## src/hdl/henyey_greenstein_phase_eval_unit_assert.svh

```systemverilog
// ----------------------------------------------------------------------------
// Assertion macros for the phase evaluation unit
// Immediate-style wrappers around concurrent properties on clk / arst_n.
// ----------------------------------------------------------------------------
`ifndef HENYEY_GREENSTEIN_PHASE_EVAL_UNIT_ASSERT_SVH
`define HENYEY_GREENSTEIN_PHASE_EVAL_UNIT_ASSERT_SVH

// same-cycle implication
`define HG_CHECK(lbl, ante, cons, msg) \
	lbl: assert property (@(posedge clk) disable iff (!arst_n) (ante) |-> (cons)) \
		else $error(msg);

// next-cycle implication
`define HG_CHECK_NEXT(lbl, ante, cons, msg) \
	lbl: assert property (@(posedge clk) disable iff (!arst_n) (ante) |=> (cons)) \
		else $error(msg);

`endif

```

## src/hdl/hg_pkg.sv

```systemverilog
// ----------------------------------------------------------------------------
// hg_pkg
// Shared constants, register codes and inter-stage payload types.
// ----------------------------------------------------------------------------
package hg_pkg;

	localparam int ONE_Q14 = 16384;
	localparam logic signed [15:0] G_MAX = 16'sd16384;
	localparam logic signed [15:0] G_MIN = -16'sd16384;
	localparam logic [28:0] ONE_Q28 = 29'h1000_0000;
	// round(2^32 / (4*pi))
	localparam logic [28:0] INV_4PI_Q32 = 29'd341782638;
	localparam logic [31:0] SAT32 = 32'hFFFF_FFFF;
	localparam logic [31:0] DENS_ONE = 32'd65536;
	// density for g = 0
	localparam logic [31:0] DENS_ISO = 32'd5215;
	localparam int SQRT_STEPS = 32;
	localparam int DIV_STEPS = 32;

	typedef enum logic [1:0] {
		REG_ASYM    = 2'd0,
		REG_COLOR_X = 2'd1,
		REG_COLOR_Y = 2'd2,
		REG_COLOR_Z = 2'd3
	} reg_idx_t;

	// c in Q30, numerator in Q60, zero-c flag
	typedef struct packed {
		logic [32:0] c30;
		logic [57:0] num;
		logic        zero;
	} crad_t;

	// adds sqrt(c) in Q30
	typedef struct packed {
		logic [32:0] c30;
		logic [31:0] root;
		logic [57:0] num;
		logic        zero;
	} root_t;

endpackage

```

## src/hdl/hg_weigh.sv

```systemverilog
// ----------------------------------------------------------------------------
// hg_weigh
// Density times the three colour channels, Q2.14 scale, saturating.
// Second stage is the output register.
// ----------------------------------------------------------------------------
module hg_weigh (
	input  logic        clk,
	input  logic        arst_n,
	input  logic        en,
	input  logic        in_valid,
	input  logic [31:0] density,
	input  logic [15:0] color_x,
	input  logic [15:0] color_y,
	input  logic [15:0] color_z,
	output logic        out_valid,
	output logic [31:0] dens_out,
	output logic [31:0] wx_out,
	output logic [31:0] wy_out,
	output logic [31:0] wz_out
);

	logic        v_w1, v_w2;
	logic [31:0] dens_w1;
	logic [47:0] px_w1, py_w1, pz_w1;
	logic [31:0] dens_w2, wx_w2, wy_w2, wz_w2;

	always_ff @(posedge clk or negedge arst_n) begin
		if (!arst_n) begin
			v_w1 <= 1'b0;
			v_w2 <= 1'b0;
		end else if (en) begin
			v_w1 <= in_valid;
			v_w2 <= v_w1;
		end
	end

	// products
	always_ff @(posedge clk) begin
		if (en) begin
			dens_w1 <= density;
			px_w1   <= density * color_x;
			py_w1   <= density * color_y;
			pz_w1   <= density * color_z;
		end
	end

	// shift by 14 and saturate to 32 bits
	always_ff @(posedge clk) begin
		if (en) begin
			dens_w2 <= dens_w1;
			wx_w2   <= (|px_w1[47:46]) ? hg_pkg::SAT32 : px_w1[45:14];
			wy_w2   <= (|py_w1[47:46]) ? hg_pkg::SAT32 : py_w1[45:14];
			wz_w2   <= (|pz_w1[47:46]) ? hg_pkg::SAT32 : pz_w1[45:14];
		end
	end

	assign out_valid = v_w2;
	assign dens_out  = dens_w2;
	assign wx_out    = wx_w2;
	assign wy_out    = wy_w2;
	assign wz_out    = wz_w2;

endmodule

```

## config.mk

```make
export PLATFORM = sky130hd
export DESIGN_NAME = hg_weigh
export DESIGN_NICKNAME = d
export VERILOG_FILES = /design/src/hdl/henyey_greenstein_phase_eval_unit_assert.svh /design/src/hdl/hg_pkg.sv /design/src/hdl/hg_weigh.sv
export SDC_FILE = /design/constraint.sdc
export NUM_CORES = 2
export LEC_CHECK = 0
export BUFFER_PORTS_ARGS = -buffer_cell sky130_fd_sc_hd__buf_2
export CORE_UTILIZATION = 58
export CTS_CLUSTER_DIAMETER = 50
export DETAILED_ROUTE_END_ITERATION = 8
export PLACE_DENSITY = 0.78
export SYNTH_ARGS = -nofsm -noshare
export SYNTH_HDL_FRONTEND = slang
export SYNTH_SLANG_ARGS = --single-unit
```

## constraint.sdc

```tcl
create_clock -name clk -period 1.57 [get_ports clk]
set_input_delay 0.0785 -clock clk [delete_from_list [all_inputs] [get_ports clk]]
set_output_delay 0.0785 -clock clk [all_outputs]
set_load 0.02 [all_outputs]
```

==> results.py <==
metrics = {
    "finish": {
        "fin_area_um2": 67400,
        "syn2layout_area_growth_pct": 22.5,
        "nets": 8087,
        "drive_above_1_share": 0.222,
        "final_util": 0.720,
    },
    "timing": {
        "period_needed_ps": 5820,
        "finalMaxSlewViolations": 0,
        "max_freq_mhz": 172,
        "whs_ps": 25.5,
        "setup_viol": 102,
        "worst_slack_ps": -4250,
        "period_share": 3.71,
        "slew_headroom": 0.615,
        "timing_hold_violations_final": 0,
        "worstMarginPinSlew_ps": 571,
        "rsz0062_at_grt": "yes",
        "fin_skew_ps": 27.7,
    },
    "worst_setup_path": {
        "crit_fanout": 6,
        "crit_top_cell": "fa_1",
        "path_class": "primary input to register",
        "worstPathArrival_ps": 6180,
        "start_kind": "primary input",
        "end_kind": "register",
        "cp.required_ps": 1920,
        "cp_slowest_stage_delay_ps": 560,
        "cpMaxStageDelayCell": "fa_1",
    },
    "placed_design": {
        "gp_congestion": 0.938,
        "dp_hpwl_um": 114000,
        "place_area_um2": 62800,
        "port-buffer-count": 212,
    },
    "global_route": {
        "grt_pass1_vias": 46423,
        "grt_max_degree": 55,
        "antenna_found_initial": 11,
        "grt_pass1_wl_um": 234000,
        "track_usage": 0.315,
        "gr-total-overflow": 0,
    },
    "synthesis": {
        "ys_ff_latch": 264,
        "netlist.area_leader.share": 0.455,
        "synthesis.instances": 5701,
        "synthFlopType": "edfxtp_1",
        "yosysUniqueCellTypes": 60,
        "syn_nets": 7387,
        "synth_area_um2": 55000,
        "async_reset_ff_frac": 0.00758,
        "yosysWarnings": 0,
        "yosysMostFrequentCell": "inv_1",
        "synthTopCellsByCount": "1316 x inv_1, 1251 x fa_1, 954 x nand2_1",
        "yosys.area.top_type": "fa_1",
        "synthTopCellsByArea": "fa_1 46%, edfxtp_1 14%, inv_1 9.0%",
        "synth_seq_area_share": 0.144,
        "synth.avg_cell_area_um2": 9.65,
        "synth_edf_count": 262,
    },
    "run_status": {
        "status": "finished, violations left",
        "violations": "setup timing",
    },
    "routing": {
        "drc": 0,
        "via_count": 42374,
        "drt_first_iter_violations": 3233,
        "wl_per_cell_um": 19.5,
        "routed_via_density": 5.51,
        "ant_nets": 0,
        "wirelength_um": 150000,
        "dr.pass1.iters": 6,
    },
    "die": {
        "core-area_um2": 93600,
        "dieArea_um2": 96100,
        "die_x_um": 310,
        "die_y_um": 310,
        "ios": 213,
        "start_util": 0.588,
        "rows": 112,
    },
    "cts": {
        "clk_latency_ps": 620,
        "cts.sinks": 264,
        "cts_tree": "yes",
        "cts_made_buffers": 34,
        "clockBufferDepth": 3,
        "cts_root_buffer": "clkbuf_16",
        "h-tree-depth": 2,
        "clk_pin_slew_worst_paths_ps": 60,
    },
    "job": {
        "cap_violations": 0,
    },
    "min_path": {
        "hold_class": "primary input to register",
    },
}
-- critical path: cells and delay by family --
family | cells | cell delay [ps]
XOR/XNOR | 1 | 140
AO/OA/AOI/OAI | 7 | 1160
adder cells (fa/ha/maj) | 7 | 3250
AND/OR/NAND/NOR | 4 | 1030
buffers and inverters | 6 | 520
-- metrics by stage --
stage / TNS (ps) / std cells / setup slack [ps]
4_1_cts: -369930 / 7618 / -4180
3_3_place_gp: -452030 / 7490 / -4970
2_1_floorplan: -377810 / 5701 / -4500
6_report: -377460 / 7685 / -4250
5_1_grt: -393390 / 7684 / -4430
3_5_place_dp: -464830 / 7490 / -5130
-- sequential cells by signal, summed over array words and instances (netlist names) --
name       cells
v_w1           1
dens_w1       32
wy_out        32
pz_w1         34
px_w1         34
out_valid      1
wx_out        32
wz_out        32
dens_out      32
py_w1         34
-- final cells by class --
type	instances	area (µm²)
multi-input cells	3790	42900
fillers	6290	26200
repair buffers	995	8930
flip-flops and latches	264	7920
inverters	1316	4940
well taps	1254	1570
clock buffers	38	866
clock inverters	22	285
diodes	6	15.0
-- layer usage --
layer  GRT usage  up-vias  wire length (µm)
li1            -    18143                 -
met1       0.377    21583             52900
met3      0.0556      634             12200
met5           0        -                57
met2       0.526     2006             73500
met4       0.201        8             11600
-- placed cells by master, fill, tap and decap left out, types with 62 or more instances in the layout --
master / count
nand2_1: 926
buf_6: 90
buf_2: 163
edfxtp_1: 262
buf_12: 89
buf_4: 602
inv_1: 1256
or3_1: 99
a21o_1: 62
fa_1: 1197
and2_1: 581
ha_1: 309
-- cell families (layout without fill, tap and decap cells) --
| family | count (synthesis) | count (layout) | synth area share |
|---|---|---|---|
| adder cells (fa/ha/maj) | 1602 | 1602 | 0.535 |
| flip-flops | 264 | 264 | 0.144 |
| AO/OA/AOI/OAI | 278 | 278 | 0.0326 |
| other | 0 | 6 | 0 |
| XOR/XNOR | 101 | 101 | 0.0161 |
| AND/OR/NAND/NOR | 1807 | 1807 | 0.160 |
| multiplexers | 2 | 2 | 0.000409 |
| buffers and inverters | 1647 | 2371 | 0.112 |
-- worst paths after layout --
kind,startpoint,slack [ps],to,cells past startpoint
worst max-delay path,density[18],-4250,pz_w1[43]$_DFFE_PP_,25
worst min-delay path,density[28],30,dens_w1[28]$_DFFE_PP_,2
worst max register to register,px_w1[47]$_DFFE_PP_,180,wx_out[5]$_SDFFCE_PP1P_,2
worst min register to register,dens_w1[24]$_DFFE_PP_,420,dens_out[24]$_DFFE_PP_,0
max in group asynchronous,arst_n,1130,out_valid$_DFFE_PN0P_,3
min in group asynchronous,arst_n,320,v_w1$_DFFE_PN0P_,3
-- what timing repair did --
action,CTS,global route
gates cloned,4,7
gates resized for setup,247,316
hold buffers,13,0
pin swaps,107,164
endpoints found under the setup margin,102,102
buffers inserted,54,66
endpoints found under the hold margin,29,0
Power is left out: the tool's default activity adds up to more than one toggle a clock period on the data nets, which glitch-free logic cannot reach.
