## src/hdl/henyey_greenstein_phase_eval_unit_assert.svh

```systemverilog
// ----------------------------------------------------------------------------
// Assertion macros for the phase evaluation unit
// Immediate-style wrappers around concurrent properties on clk / arst_n.
// ----------------------------------------------------------------------------
`ifndef HENYEY_GREENSTEIN_PHASE_EVAL_UNIT_ASSERT_SVH
`define HENYEY_GREENSTEIN_PHASE_EVAL_UNIT_ASSERT_SVH

// same-cycle implication
`define HG_CHECK(lbl, ante, cons, msg) \
	lbl: assert property (@(posedge clk) disable iff (!arst_n) (ante) |-> (cons)) \
		else $error(msg);

// next-cycle implication
`define HG_CHECK_NEXT(lbl, ante, cons, msg) \
	lbl: assert property (@(posedge clk) disable iff (!arst_n) (ante) |=> (cons)) \
		else $error(msg);

`endif

```

## src/hdl/hg_pkg.sv

```systemverilog
// ----------------------------------------------------------------------------
// hg_pkg
// Shared constants, register codes and inter-stage payload types.
// ----------------------------------------------------------------------------
package hg_pkg;

	localparam int ONE_Q14 = 16384;
	localparam logic signed [15:0] G_MAX = 16'sd16384;
	localparam logic signed [15:0] G_MIN = -16'sd16384;
	localparam logic [28:0] ONE_Q28 = 29'h1000_0000;
	// round(2^32 / (4*pi))
	localparam logic [28:0] INV_4PI_Q32 = 29'd341782638;
	localparam logic [31:0] SAT32 = 32'hFFFF_FFFF;
	localparam logic [31:0] DENS_ONE = 32'd65536;
	// density for g = 0
	localparam logic [31:0] DENS_ISO = 32'd5215;
	localparam int SQRT_STEPS = 32;
	localparam int DIV_STEPS = 32;

	typedef enum logic [1:0] {
		REG_ASYM    = 2'd0,
		REG_COLOR_X = 2'd1,
		REG_COLOR_Y = 2'd2,
		REG_COLOR_Z = 2'd3
	} reg_idx_t;

	// c in Q30, numerator in Q60, zero-c flag
	typedef struct packed {
		logic [32:0] c30;
		logic [57:0] num;
		logic        zero;
	} crad_t;

	// adds sqrt(c) in Q30
	typedef struct packed {
		logic [32:0] c30;
		logic [31:0] root;
		logic [57:0] num;
		logic        zero;
	} root_t;

endpackage

```

## src/hdl/hg_sqrt.sv

```systemverilog
// ----------------------------------------------------------------------------
// hg_sqrt
// Pipelined digit-by-digit square root of c30 * 2^30, one root bit a stage.
// ----------------------------------------------------------------------------
module hg_sqrt (
	input  logic          clk,
	input  logic          arst_n,
	input  logic          en,
	input  logic          in_valid,
	input  hg_pkg::crad_t in_item,
	output logic          out_valid,
	output hg_pkg::root_t out_item
);

	localparam int N = hg_pkg::SQRT_STEPS;

	logic          v_s    [N+1];
	logic [33:0]   rem_s  [N+1];
	logic [31:0]   root_s [N+1];
	hg_pkg::crad_t it_s   [N+1];

	assign v_s[0]    = in_valid;
	assign rem_s[0]  = '0;
	assign root_s[0] = '0;
	assign it_s[0]   = in_item;

	for (genvar k = 0; k < N; k++) begin : g_step
		logic [63:0] rad;
		logic [35:0] cur;
		logic [35:0] trial;
		logic        ge;

		// next radicand pair, trial divisor 4*root + 1
		assign rad   = {1'b0, it_s[k].c30, 30'd0};
		assign cur   = {rem_s[k], rad[63-2*k -: 2]};
		assign trial = 36'({root_s[k], 2'b01});
		assign ge    = (cur >= trial);

		always_ff @(posedge clk or negedge arst_n) begin
			if (!arst_n) begin
				v_s[k+1] <= 1'b0;
			end else if (en) begin
				v_s[k+1] <= v_s[k];
			end
		end

		always_ff @(posedge clk) begin
			if (en) begin
				rem_s[k+1]  <= ge ? 34'(cur - trial) : cur[33:0];
				root_s[k+1] <= {root_s[k][30:0], ge};
				it_s[k+1]   <= it_s[k];
			end
		end
	end

	assign out_valid     = v_s[N];
	assign out_item.c30  = it_s[N].c30;
	assign out_item.root = root_s[N];
	assign out_item.num  = it_s[N].num;
	assign out_item.zero = it_s[N].zero;

endmodule

```

## config.mk

```make
export PLATFORM = sky130hd
export DESIGN_NAME = hg_sqrt
export DESIGN_NICKNAME = d
export VERILOG_FILES = /design/src/hdl/henyey_greenstein_phase_eval_unit_assert.svh /design/src/hdl/hg_pkg.sv /design/src/hdl/hg_sqrt.sv
export SDC_FILE = /design/constraint.sdc
export NUM_CORES = 2
export LEC_CHECK = 0
export BUFFER_PORTS_ARGS = -buffer_cell sky130_fd_sc_hd__buf_2
export CORE_MARGIN = 3
export CORE_UTILIZATION = 36
export DETAILED_ROUTE_END_ITERATION = 16
export GPL_ROUTABILITY_DRIVEN = 0
export PLACE_DENSITY = 0.56
export SYNTH_ARGS = -nofsm -noshare
export SYNTH_HDL_FRONTEND = slang
export SYNTH_SLANG_ARGS = --single-unit
```

## constraint.sdc

```tcl
create_clock -name clk -period 4.2 [get_ports clk]
set_clock_uncertainty 0.1 [all_clocks]
set_input_delay 0.84 -clock clk [delete_from_list [all_inputs] [get_ports clk]]
set_output_delay 0.84 -clock clk [all_outputs]
set_load 0.02 [all_outputs]
```

==> qor.txt <==
Status = finished, final reports clean
Layout cells sized above 1 = 0.113
Fin crit share = 0.966
CP startpoint kind = register
Chip Height = 700 um
Max-Cap Viols = 0
Post-synth EDFFs = 4,424
Post-synth top cells = edfxtp_1 (4,424), inv_1 (668), nand2_1 (589)
Peak supply drop = 0.403 mV
Syn nets = 11,200
Clk buf depth = 4
Ys flop type = edfxtp_1
CP Cell Sequence = ha_1, fa_1, a211oi_1, o211ai_1, a211oi_1, o21ai_0, a31oi_1, or2_2, o21a_1, buf_12, mux2_2
Max-slew violation count = 0
Synth-to-Final Area Change = 15.7%
WHS = 0.207 ns
HPWL after DPL = 192 mm
CTS tree = yes
Most frequent cell after synthesis = edfxtp_1
Reg area = 134,000 um2
CTS buffer count = 469
Seq/Total Area, Yosys = 0.772
Grt ovf = 0
Slowest stage cell, crit path = edfxtp_1
Drc violations = 0
Drt via density = 4.71
Yosys reg bits = 4,456
Global Route Usage Sum = 0.115
Fin Setup TNS = 0 ns
Required @ worst endpoint = 4.79 ns
Crit path buf inv count = 1
First-pass iteration count of the detailed router = 7
Minimum clock period = 4.06 ns
Routed len/inst = 15.8 um
Vias = 85,700
# H-tree levels = 5
CTS Sinks = 4,456
Mapped Avg Cell Area = 16.3 um2
Area of the multi-input gates = 35,900 um2
Layout fillers = 42,300
GR peak layer = met2
Std-Cell Rows = 254
Initial core utilization = 0.362
Initial antenna violation count = 11
Nets = 12,000
Cells after Synth = 10,600
Most used cell, CP = a211oi_1
Worst slack, placed = 0.103 ns
Die X-Extent = 700 um
Yosys cell types = 83
Setup ws final = 0.145 ns
Core area = 479,000 um2
Power density cells = 550 nW/um2
Worst-path fanout max = 40
Met3 usage = 0.0217
Post-DRT Antenna Nets = 0
WS Path Type = register to register
Synth area leader = edfxtp_1
Input/output buffers = 220
Synthesized cell area = 173,000 um2
RSZ-0062 raised after global routing = no
Vias in the first global route = 87,900
Clock transition at the registers of the reported paths = 0.06 ns
Hold crit path type = input pin to register
Post-synth top area share = 0.767
Worst-margin pin slew = 0.922 ns
Root Driver = clkbuf_16
Largest net degree at the start of global routing = 140
M2 GR Usage = 0.192
Fmax = 0.247 GHz
Synth area leaders = edfxtp_1 (77%), ha_1 (3.8%), xor2_1 (2.0%)
Rel. slew slack = 0.381
WP data arrival = 4.64 ns
First-pass GRT wire length = 463 mm
Routed WL = 288 mm
Initial DRC count = 5,862
Crit path max-delay family = compound AO/OA/AOI/OAI gates
Final Power = 110 mW
Clk Latency, worst-skew pair = 1.01 ns
Max incr delay on CP = 0.47 ns
Yosys warns = 0
Post-Route Utilization = 0.418
Post-synth ARST share = 0.00718
Fin. Hold Viols = 0
GR Layer Usage met1 = 0.147
DIE AREA = 489,000 um2
Pleak = 72.7 nW
Worst setup EP type = register
Final-report setup violation count = 0
I/O pins = 221
==> sequential cells by signal, indices dropped and copies added (netlist names) <==
signal        count
out_valid         1
g_step.cur     1016
out_item        123
v_s              31
g_step.rad      991
g_step.trial    465
it_s           1829
==> area by class of cell <==
| class | instances | area share |
|---|---|---|
| Clock inverter | 317 | 0.0170 |
| Clock buffer | 557 | 0.0605 |
| Timing Repair Buffer | 555 | 0.0237 |
| Tap cell | 6400 | 0.0400 |
| Sequential cell | 4456 | 0.667 |
| Multi-Input combinational cell | 5230 | 0.179 |
| Antenna cell | 4 | 0.0000500 |
| Inverter | 674 | 0.0126 |
==> timing repair <==
action                                 in CTS  in global routing
hold buffers                               94                  0
endpoints found under the hold margin     125                  0
resized for setup                           0                 15
buffers inserted                            0                  1
setup endpoints to repair                   0                 65
==> metrics by stage <==
stage | area [um2] | cells
after floorplan | 173000 | 10600
after global placement | 184000 | 17200
after detailed placement | 184000 | 17200
after CTS | 200000 | 18200
after global routing | 200000 | 18200
final | 200000 | 18200
==> cell usage in the layout (no fill, tap or decap), types with 46 or more instances in the layout <==
cell type,n
a211oi_1,49
a21o_1,226
a21oi_1,531
a31oi_1,58
and3_1,46
buf_12,72
buf_2,219
buf_4,170
bufinv_16,54
clkbuf_1,85
clkbuf_16,472
clkinv_1,122
clkinv_2,78
dlygate4sd3_1,94
edfxtp_1,4424
ha_1,531
inv_1,668
mux2_2,125
nand2_1,589
nand2b_1,94
nand3_1,113
nand4_1,57
nor2_1,520
nor2b_1,71
nor3_1,198
nor4_1,101
o21a_1,88
o21ai_0,424
o21bai_1,58
or3_1,107
or4_1,59
xnor2_1,387
xor2_1,397
==> layer usage <==
metal / vias up / part of all wire
li1: 41500 / -
met1: 41500 / 0.44
met2: 1952 / 0.48
met3: 759 / 0.047
met4: 0 / 0.039
met5: - / 0
==> report_power, final <==
part	leakage (nW)	switching (mW)	internal [mW]
clock	7.50	16.9	24.0
sequential	43.1	2.18	54.0
combinational	22.1	7.54	5.56
total	72.7	26.7	83.6
==> cell families (layout without fill, tap and decap cells) <==
| logic type | count (synthesis) | in the layout | share of synthesized area |
|---|---|---|---|
| other | 1 | 5 | 0.0000217 |
| muxes | 137 | 137 | 0.00882 |
| xor gates and xnor gates | 784 | 784 | 0.0396 |
| buffers and inverters | 911 | 2103 | 0.0218 |
| and+or+nand+nor | 2100 | 2100 | 0.0590 |
| adders and majority gates | 545 | 545 | 0.0400 |
| DFF | 4456 | 4456 | 0.772 |
| AOI/OAI and AO/OA | 1663 | 1663 | 0.0590 |
==> path summary, 6_finish.rpt <==
| check | from | end | slack (ns) | cells after the start |
|---|---|---|---|---|
| setup / recovery | g_step[28].cur[2] | g_step[29].cur[4] | 0.14 | 11 |
| hold / removal | en | it_s[2899] | 0.21 | 1 |
| setup reg to reg | g_step[28].cur[2] | g_step[29].cur[4] | 0.14 | 11 |
| hold reg to reg | it_s[570] | it_s[478] | 0.24 | 0 |
| max in group asynchronous | arst_n | v_s[30] | 3.22 | 2 |
| min in group asynchronous | arst_n | v_s[2] | 0.33 | 2 |
No activity file was read; power rests on OpenSTA's default activity.
